$ cat src/rtl/core/lower_triangular_forward_solve_macros.svh
// Assertion macros for the forward-substitution solver.
// For the top level's concurrent checks; uses clk_i and rst_ni of the includer.
`ifndef LOWER_TRIANGULAR_FORWARD_SOLVE_MACROS_SVH
`define LOWER_TRIANGULAR_FORWARD_SOLVE_MACROS_SVH

// same-cycle implication
`define LTFS_ASSERT_IMP(lbl, ante, cons, msg) \
  lbl: assert property (@(posedge clk_i) disable iff (!rst_ni) (ante) |-> (cons)) \
    else $error(msg);

// next-cycle implication
`define LTFS_ASSERT_NXT(lbl, ante, cons, msg) \
  lbl: assert property (@(posedge clk_i) disable iff (!rst_ni) (ante) |=> (cons)) \
    else $error(msg);

`endif

$ cat src/rtl/core/ltfs_pkg.sv
// Shared constants, status codes and controller/datapath interface types
// for the forward-substitution solver. No dependencies.
package ltfs_pkg;

  localparam int MAX_SIZE    = 64;
  localparam int FRAC_BITS   = 16;
  localparam int ROW_W       = 6;
  localparam int SIZE_W      = 7;
  localparam int DATA_W      = 32;
  localparam int ACC_W       = 2 * DATA_W;
  localparam int ROW_LIMIT   = 1 << ROW_W;
  localparam int STORE_DEPTH = (MAX_SIZE < ROW_LIMIT) ? MAX_SIZE : ROW_LIMIT;
  localparam int ADDR_W      = (STORE_DEPTH > 1) ? $clog2(STORE_DEPTH) : 1;
  localparam int CNT_W       = $clog2(ACC_W + 1);

  localparam logic [SIZE_W-1:0] SIZE_RESET = SIZE_W'(64);
  localparam logic [SIZE_W-1:0] SIZE_LIMIT = SIZE_W'(STORE_DEPTH);

  typedef enum logic [1:0] {
    STATUS_OK        = 2'd0,
    STATUS_ZERO_DIAG = 2'd1,
    STATUS_SAT       = 2'd2,
    STATUS_ORDER     = 2'd3
  } status_e;

  typedef struct packed {
    logic capture;
    logic rd_issue;
    logic mul;
    logic acc;
    logic num;
    logic div_start;
    logic finish;
    logic res_order;
    logic out_load;
  } ltfs_cmd_t;

  typedef struct packed {
    logic in_order;
    logic is_diag;
    logic coef_zero;
    logic div_busy;
  } ltfs_sts_t;

endpackage

$ cat src/rtl/core/ltfs_ctrl.sv
// Controller: sequences each beat through check, multiply-accumulate or
// divide, and owns the output valid. Depends on ltfs_pkg.
module ltfs_ctrl (
  input  logic                clk_i,
  input  logic                rst_ni,
  input  logic                in_valid_i,
  output logic                in_stall_o,
  output logic                out_valid_o,
  input  logic                out_stall_i,
  input  ltfs_pkg::ltfs_sts_t  sts_i,
  output ltfs_pkg::ltfs_cmd_t  cmd_o
);
  import ltfs_pkg::*;

  typedef enum logic [3:0] {
    S_IDLE,
    S_CHECK,
    S_MUL,
    S_ACC,
    S_NUM,
    S_DIV_GO,
    S_DIV_WAIT,
    S_FIN,
    S_EMIT
  } state_e;

  state_e state_q, state_d;
  logic   out_valid_q;
  logic   out_free;

  assign in_stall_o  = (state_q != S_IDLE);
  assign out_valid_o = out_valid_q;
  assign out_free    = !out_valid_q || !out_stall_i;

  always_comb begin
    state_d = state_q;
    cmd_o   = '0;
    unique case (state_q)
      S_IDLE: begin
        cmd_o.capture = in_valid_i;
        if (in_valid_i) begin
          state_d = S_CHECK;
        end
      end
      S_CHECK: begin
        if (!sts_i.in_order) begin
          cmd_o.res_order = 1'b1;
          state_d         = S_EMIT;
        end else if (sts_i.is_diag) begin
          state_d = S_NUM;
        end else begin
          cmd_o.rd_issue = 1'b1;
          state_d        = S_MUL;
        end
      end
      S_MUL: begin
        cmd_o.mul = 1'b1;
        state_d   = S_ACC;
      end
      S_ACC: begin
        cmd_o.acc = 1'b1;
        state_d   = S_IDLE;
      end
      S_NUM: begin
        cmd_o.num = 1'b1;
        state_d   = sts_i.coef_zero ? S_FIN : S_DIV_GO;
      end
      S_DIV_GO: begin
        cmd_o.div_start = 1'b1;
        state_d         = S_DIV_WAIT;
      end
      S_DIV_WAIT: begin
        if (!sts_i.div_busy) begin
          state_d = S_FIN;
        end
      end
      S_FIN: begin
        cmd_o.finish = 1'b1;
        state_d      = S_EMIT;
      end
      S_EMIT: begin
        if (out_free) begin
          cmd_o.out_load = 1'b1;
          state_d        = S_IDLE;
        end
      end
      default: begin
        state_d = S_IDLE;
      end
    endcase
  end

  always_ff @(posedge clk_i or negedge rst_ni) begin
    if (!rst_ni) begin
      state_q     <= S_IDLE;
      out_valid_q <= 1'b0;
    end else begin
      state_q <= state_d;
      if (cmd_o.out_load) begin
        out_valid_q <= 1'b1;
      end else if (!out_stall_i) begin
        out_valid_q <= 1'b0;
      end
    end
  end

endmodule

$ cat config.mk
export PLATFORM = sky130hd
export DESIGN_NAME = ltfs_ctrl
export DESIGN_NICKNAME = d
export VERILOG_FILES = /design/src/rtl/core/lower_triangular_forward_solve_macros.svh /design/src/rtl/core/ltfs_pkg.sv /design/src/rtl/core/ltfs_ctrl.sv
export SDC_FILE = /design/constraint.sdc
export NUM_CORES = 1
export LEC_CHECK = 0
export BUFFER_PORTS_ARGS = -buffer_cell sky130_fd_sc_hd__buf_2
export CORE_AREA = 5 5 42 44
export CTS_CLUSTER_DIAMETER = 200
export DETAILED_ROUTE_END_ITERATION = 10
export DIE_AREA = 0 0 47 49
export GPL_TIMING_DRIVEN = 0
export PLACE_DENSITY = 0.62
export SYNTH_ARGS = -nofsm -noshare
export SYNTH_HDL_FRONTEND = slang
export SYNTH_SLANG_ARGS = --single-unit
$ cat constraint.sdc
create_clock -name clk_i -period 1.78 [get_ports clk_i]
set_input_delay 0.356 -clock clk_i [delete_from_list [all_inputs] [get_ports clk_i]]
set_output_delay 0.356 -clock clk_i [all_outputs]
set_load 0.05 [all_outputs]
==> results.md, run 1 <==
| Result | This run | Unit |
|---|---|---|
| Startpoint-to-endpoint class of the critical path | reg -> out | - |
| Total Die Area | 2300 | um^2 |
| Maximum fanout count along the critical path | 9 | - |
| Number of I/O port buffers | 18 | - |
| Die span in y | 49 | um |
| Average wire per standard cell | 11.9 | um |
| Standard-cell row count | 14 | - |
| Warnings from Yosys | 0 | - |
| R2r endpoint | state_q[3] | - |
| Synth unique cells | 21 | - |
| Sequential share of power | 19.5 | % |
| Average cell area after synthesis | 8.73 | um^2 |
| Post-synth top area share | 35.8 | % |
| Vias per std cell | 4.71 | - |
| Area of the multi-input gates | 195 | um^2 |
| Maximum count of clock buffers along a single path | 2 | - |
| Combinational fraction of design power | 68.5 | % |
| Post-synthesis instance area | 349 | um^2 |
| Fraction of final layout cells with drive strength greater than 1 | 49.2 | % |
| TritonCTS clock tree | built | - |
| CTS H-tree lvls | 1 | - |
| First DRT Iteration DRCs | 1 | - |
| Setup Buffers After CTS | 0 | - |
| Data required, critical path | 1.42 | ns |
| Register-to-Register Setup Slack | 0.74 | ns |
| Cell depth of the worst min-delay path | 3 | - |
| Number of hold-slack violations in the final timing report | 0 | - |
| Core Region | 1400 | um^2 |
| Most repeated library cell on the critical path | sky130_fd_sc_hd__buf_6 | - |
| Sequential share of the synthesized area | 35.8 | % |
| Growth of design area from synthesis to finish | 48.0 | % |
| Total global-route track usage | 8.49 | % |
| Launching element type of the critical path | flop | - |
| Clock sink total | 5 | - |
| Max-Slew Margin vs Limit | 83.4 | % |
| Maximum ir drop on the vdd rail | 1030 | uV |
| Initial antenna violation count | 0 | - |
| First-pass GRT wire length | 1.40 | mm |
| Longest individual stage delay on the worst path | 0.37 | ns |
| Flop and latch count out of synthesis | 5 | - |
| Synthesized Nets | 48 | - |
| Cells traversed along the worst timing path | buf_6, nor2_2, nand3b_2, a21oi_2, buf_6 | - |
| Hold path start | out_stall_i | - |
| Sequential standard cell area | 126 | um^2 |
| Total of max-cap violations | 0 | - |
| Pwr Total | 1.09 | mW |
| Internal power summed over all cells | 486 | uW |
| Dpl hpwl | 692 | um |
| Critical register-to-register path startpoint | state_q[0] | - |
| Top-level I/O count | 19 | - |
| Number of instances in the synthesized netlist | 40 | - |
| Switching power share of the total | 55.3 | % |
| Routed wire length | 941 | um |
| Clock-pin slew on the worst setup and hold paths | 0.05 | ns |
| Router iterations before antenna repair | 3 | - |
| Ant diodes | 0 | - |
| Setup-violating endpoint count in the final report | 0 | - |
| Total of fill cells in the finished design | 155 | - |
| Number of nets in the layout | 72 | - |
| Vias after detailed routing | 372 | - |
| Status | finished clean | - |
| Max Transition Viols Final | 0 | - |
| Routability Congestion | 0.755 | - |
| Count of nets left with antenna violations after detail routing | 0 | - |
| Switching power total | 601 | uW |
| Top post-synthesis cells by area | sky130_fd_sc_hd__dfrtp_1, sky130_fd_sc_hd__buf_6, sky130_fd_sc_hd__nor3_1, sky130_fd_sc_hd__o32ai_2, sky130_fd_sc_hd__a21oi_1 | - |
| Worst min-delay path category | in -> reg | - |
| Clk root buf | sky130_fd_sc_hd__clkbuf_4 | - |
| Shortest period the worst path allows | 1.71 | ns |
| Period utilization | 96.2 | % |
| Crit path arrival time | 1.36 | ns |
| Clock share of power | 12.0 | % |
| Endpoint type of the worst setup path | output pin | - |
| Slowest cell on crit path | sky130_fd_sc_hd__dfrtp_1 | - |
| Detailed-route DRC error count | 0 | - |
| Smallest hold slack | 0.387 | ns |
| Actual slew at the worst max-slew pin | 0.251 | ns |
| Maximum number of pins on one net before global-route repair | 11 | - |
| Via count of the first global-routing pass | 369 | - |
| Clk Latency, worst-skew pair | 0.24 | ns |
| Final setup skew | 0.00489 | ns |
| Leak pwr | 0.257 | nW |
| Worst-case hold path end point | out_valid_o | - |
| Worst-case reg-to-reg path depth | 4 | - |
| Max Clock Freq | 0.584 | GHz |
| DIE WIDTH | 47 | um |
| Total global routing overflow | 0 | - |
| Library cell occupying the most area in the post-synthesis netlist | sky130_fd_sc_hd__dfrtp_1 | - |
| Effective utilization at floorplan | 24.9 | % |
| Clock buffer count from CTS | 3 | - |
| Power density over cell area | 2100 | nW/um^2 |
## layout by cell type (no fill, tap or decap), drive strengths merged
| cell | Yosys | final |
|---|---|---|
| clkbuf | 0 | 5 |
| o32ai | 1 | 1 |
| nand2b | 2 | 2 |
| buf | 3 | 20 |
| nand3b | 2 | 2 |
| o31ai | 1 | 1 |
| inv | 1 | 1 |
| a21oi | 3 | 3 |
| nor3 | 5 | 5 |
| dfrtp | 5 | 5 |
| nand2 | 4 | 4 |
| nor2 | 5 | 5 |
| dlygate4sd3 | 0 | 1 |
| and3 | 2 | 2 |
| o21a | 1 | 1 |
| nand3 | 1 | 1 |
| o21ai | 2 | 2 |
| nor2b | 1 | 1 |
| a31oi | 1 | 1 |
## what timing repair did
action	in CTS	in global routing
hold buffers	1	0
cloned	0	0
endpoints found under the hold margin	5	0
gates resized for setup	2	4
endpoints found under the setup margin	2	3
## critical path: cells and delay by family, from the launching register on
kind / cells / cell delay, ns
flip-flops: 1 / 0.37
AND/OR/NAND/NOR: 2 / 0.30
AO/OA/AOI/OAI: 1 / 0.14
buffers and inverters: 2 / 0.31
## kinds of logic after synthesis
kind of cell / synth area share [%]
AND/OR/NAND/NOR: 35.5
AO/OA/AOI/OAI: 17.9
flip-flops: 35.8
buffers and inverters: 10.8
## per-stage QoR
stage / TNS [ns] / util [%] / worst slack (ns) / cell area (um^2) / std cells
2_1_floorplan: -0.705 / - / -0.251 / 353 / 40
3_3_place_gp: 0 / 33.0 / 0.250 / 463 / 74
3_5_place_dp: 0 / 33.0 / 0.250 / 463 / 74
4_1_cts: 0 / 36.0 / 0.00254 / 504 / 79
5_1_grt: -0.0100 / 36.9 / -0.0100 / 517 / 79
6_report: 0 / 36.9 / 0.0674 / 517 / 79
## cell usage after synthesis
cell type                  number
sky130_fd_sc_hd__nor2_2         2
sky130_fd_sc_hd__nor3_1         4
sky130_fd_sc_hd__buf_6          3
sky130_fd_sc_hd__a31oi_1        1
sky130_fd_sc_hd__nand3_1        1
sky130_fd_sc_hd__nor2b_1        1
sky130_fd_sc_hd__o32ai_2        1
sky130_fd_sc_hd__nand3b_1       1
sky130_fd_sc_hd__nand3b_2       1
sky130_fd_sc_hd__nand2b_1       2
sky130_fd_sc_hd__dfrtp_1        5
sky130_fd_sc_hd__nand2_1        4
sky130_fd_sc_hd__o31ai_1        1
sky130_fd_sc_hd__nor2_1         3
sky130_fd_sc_hd__o21ai_1        1
sky130_fd_sc_hd__o21a_1         1
sky130_fd_sc_hd__and3_1         2
sky130_fd_sc_hd__o21ai_0        1
sky130_fd_sc_hd__inv_1          1
sky130_fd_sc_hd__a21oi_1        3
sky130_fd_sc_hd__nor3_2         1
## layout make-up
type,count,area share (%)
plain buffers,3,6.54
clock buffers,4,5.08
inverters,1,0.726
multi-input cells,31,37.8
flip-flops and latches,5,24.5
well taps,16,3.87
repair buffers,19,21.5
## flip-flops by register name, indices dropped and copies added, names as in the netlist
register,count
out_valid_o,1
state_q,4
## how the worst max path moves through the flow
stage                           from  slack, ns  endpoint
after global routing      state_q[2]      -0.01  cmd_o[1]
after CTS                 state_q[3]      0.003  cmd_o[1]
final                     state_q[0]       0.07  cmd_o[0]
after floorplan           state_q[3]      -0.25  cmd_o[3]
after detailed placement  state_q[3]       0.25  cmd_o[7]
after global placement    state_q[3]       0.25  cmd_o[7]
## layer usage
| layer | GRT usage (%) | vias to the layer above | part of all wire [%] |
|---|---|---|---|
| met2 | 13.1 | 14 | 44 |
| met4 | 1.38 | 0 | 0 |
| met1 | 9.13 | 171 | 45 |
| met5 | 0 | - | 0 |
| li1 | - | 187 | - |
| met3 | 6.64 | 0 | 11 |
## power by group through the flow
stage | clock network, mW | logic (mW) | registers, mW
6_report | 0.131 | 0.745 | 0.212
5_1_grt | 0.151 | 0.786 | 0.220
4_1_cts | 0.136 | 0.733 | 0.208
3_3_place_gp | 0 | 0.719 | 0.208
3_5_place_dp | 0 | 0.725 | 0.209
2_1_floorplan | 0 | 0.559 | 0.228
(Power assumes the default switching activity.)
==> run 2: changes to the inputs <==
- PLACE_DENSITY: 0.62 -> not set
==> run 2 against run 1 <==
Compared with the run above:
- utilization increased by 0.089 points
- non-clock buffer count unchanged
- flip-flop and latch count unchanged
- worst setup slack improved by 0.011 ns
- cell area increased by 0.24%
- register-to-register slack improved by 0.03 ns
- highest routed layer is now met4
==> results.md, run 2 (synthesized netlist as in run 1, its figures left out) <==
| Result | This run | Unit | Delta |
|---|---|---|---|
| Worst min-delay path category | in -> reg | - |  |
| Average wire per standard cell | 11.0 | um | -7.5% |
| Worst-case reg-to-reg path depth | 4 | - | unchanged |
| Shortest period the worst path allows | 1.70 | ns | -0.0109 ns |
| Maximum number of pins on one net before global-route repair | 11 | - | unchanged |
| Clock sink total | 5 | - | unchanged |
| Routability Congestion | 0.769 | - | +1.9% |
| Detailed-route DRC error count | 0 | - | unchanged |
| Period utilization | 95.6 | % | -0.61 points |
| Clock-pin slew on the worst setup and hold paths | 0.04 | ns | about the same |
| Maximum count of clock buffers along a single path | 2 | - | unchanged |
| TritonCTS clock tree | built | - |  |
| Leak pwr | 0.256 | nW | -0.31% |
| Die span in y | 49 | um | unchanged |
| Final setup skew | 0.00319 | ns | -0.00171 ns |
| Register-to-Register Setup Slack | 0.77 | ns | +0.03 ns |
| Max Clock Freq | 0.588 | GHz | +0.64% |
| Worst-case hold path end point | out_valid_o | - |  |
| Top-level I/O count | 19 | - | unchanged |
| Total of max-cap violations | 0 | - | unchanged |
| Clock buffer count from CTS | 3 | - | unchanged |
| Count of nets left with antenna violations after detail routing | 0 | - | unchanged |
| First DRT Iteration DRCs | 2 | - | +1 |
| Slowest cell on crit path | sky130_fd_sc_hd__dfrtp_1 | - |  |
| Endpoint type of the worst setup path | output pin | - |  |
| Growth of design area from synthesis to finish | 48.4 | % |  |
| R2r endpoint | state_q[3] | - |  |
| Number of hold-slack violations in the final timing report | 0 | - | unchanged |
| Ant diodes | 0 | - | unchanged |
| Clk Latency, worst-skew pair | 0.24 | ns | about the same |
| Maximum fanout count along the critical path | 9 | - | unchanged |
| Most common cell after layout, fill and taps aside | sky130_fd_sc_hd__buf_2 | - |  |
| Core Region | 1400 | um^2 | unchanged |
| Total Die Area | 2300 | um^2 | unchanged |
| Fraction of final layout cells with drive strength greater than 1 | 49.2 | % | unchanged |
| DIE WIDTH | 47 | um | unchanged |
| Routed wire length | 870 | um | -7.5% |
| Number of I/O port buffers | 18 | - | unchanged |
| Vias per std cell | 4.58 | - | -2.7% |
| Initial antenna violation count | 0 | - | unchanged |
| Max-Slew Margin vs Limit | 83.1 | % | -0.26 points |
| Status | finished clean | - |  |
| Crit path arrival time | 1.35 | ns | about the same |
| Via count of the first global-routing pass | 335 | - | -9.2% |
| Dpl hpwl | 661 | um | -4.5% |
| Power density over cell area | 2100 | nW/um^2 | -0.30% |
| Critical register-to-register path startpoint | state_q[0] | - |  |
| Effective utilization at floorplan | 24.9 | % | unchanged |
| Data required, critical path | 1.42 | ns | about the same |
| Standard-cell row count | 14 | - | unchanged |
| Total global routing overflow | 0 | - | unchanged |
| Cells traversed along the worst timing path | buf_6, nor2_2, nand3b_2, a21oi_2, buf_4 | - |  |
| Startpoint-to-endpoint class of the critical path | reg -> out | - |  |
| RSZ-0062 raised after global routing | no | - |  |
| Number of nets in the layout | 72 | - | unchanged |
| Clk root buf | sky130_fd_sc_hd__clkbuf_4 | - |  |
| Pwr Total | 1.09 | mW | about the same |
| Total global-route track usage | 8.76 | % | +0.28 points |
| Max Transition Viols Final | 0 | - | unchanged |
| CTS H-tree lvls | 1 | - | unchanged |
| Worst Setup Slack post-DPL | 0.243 | ns | -0.00637 ns |
| Maximum ir drop on the vdd rail | 803 | uV | -22% |
| Largest Register | state_q | - |  |
| First-pass GRT wire length | 1.44 | mm | +2.5% |
| Setup-violating endpoint count in the final report | 0 | - | unchanged |
| Number of flip-flops under the largest register name | 4 | - | unchanged |
| Cell depth of the worst min-delay path | 3 | - | unchanged |
| Longest individual stage delay on the worst path | 0.36 | ns | about the same |
| Launching element type of the critical path | flop | - |  |
| Actual slew at the worst max-slew pin | 0.255 | ns | +0.00390 ns |
| Final worst-path setup slack | 0.0784 | ns | +0.0109 ns |
| Hold path start | out_stall_i | - |  |
| Vias after detailed routing | 362 | - | -2.7% |
| Router iterations before antenna repair | 4 | - | +1 |
==> run 2: cell counts in the layout (fill, tap and decap cells not counted) <==
Identical to the previous run, type by type.
==> run 2: how the worst max path moves through the flow <==
stage                     cells past startpoint  startpoint       end  slack, ns
after CTS                                     5  state_q[0]  cmd_o[0]      0.008
after global routing                          5  state_q[2]  cmd_o[7]       0.01
final                                         5  state_q[0]  cmd_o[0]       0.08
after global placement                        4  state_q[3]  cmd_o[7]       0.25
after detailed placement                      4  state_q[3]  cmd_o[1]       0.24
after floorplan                               2  state_q[3]  cmd_o[3]      -0.25
==> run 2: through the flow <==
stage / util [%] / cells / instance area (um^2) / hold WS (ns) / TNS [ns]
6_report: 37.0 / 79 / 518 / 0.380 / 0
3_5_place_dp: 33.0 / 74 / 463 / 0.178 / 0
5_1_grt: 37.0 / 79 / 518 / 0.390 / 0
2_1_floorplan: - / 40 / 353 / 0.0604 / -0.705
4_1_cts: 36.0 / 79 / 504 / 0.376 / 0
3_3_place_gp: 33.0 / 74 / 463 / 0.180 / 0
==> run 2: repair_timing <==
item	4_1_cts	5_1_grt
setup endpoints to repair	2	5
setup buffers	0	0
hold buffers	1	0
gates resized for setup	2	7
endpoints found under the hold margin	5	0
==> run 2: metal layers <==
metal / wire length (um) / vias to the layer above / global-route usage [%]
li1: - / 187 / -
met1: 419 / 157 / 11.8
met2: 344 / 16 / 10.9
met3: 88 / 2 / 4.06
met4: 17 / 0 / 5.53
met5: 0 / - / 0
==> run 2: cell type report <==
cell class              instances  area, um^2
clock buffers                   4        26.3
multi-input cells              31         195
repair buffers                 19         113
inverters                       1        3.75
plain buffers                   3        33.8
fillers                       165         883
flip-flops and latches          5         126
well taps                      16        20.0
==> run 2: worst max-delay path, delay by kind of cell, from the launching register on <==
| kind | cells | cell delay, ns |
|---|---|---|
| compound gates | 1 | 0.12 |
| flops | 1 | 0.36 |
| buf+inv | 2 | 0.34 |
| simple gates | 2 | 0.28 |
==> run 2: report_power, final <==
part	internal (mW)	total, mW	switching (mW)	leakage (nW)
registers	0.163	0.214	0.0507	0.0631
logic	0.242	0.740	0.498	0.178
clock network	0.0848	0.133	0.0477	0.0150
total	0.490	1.09	0.596	0.256
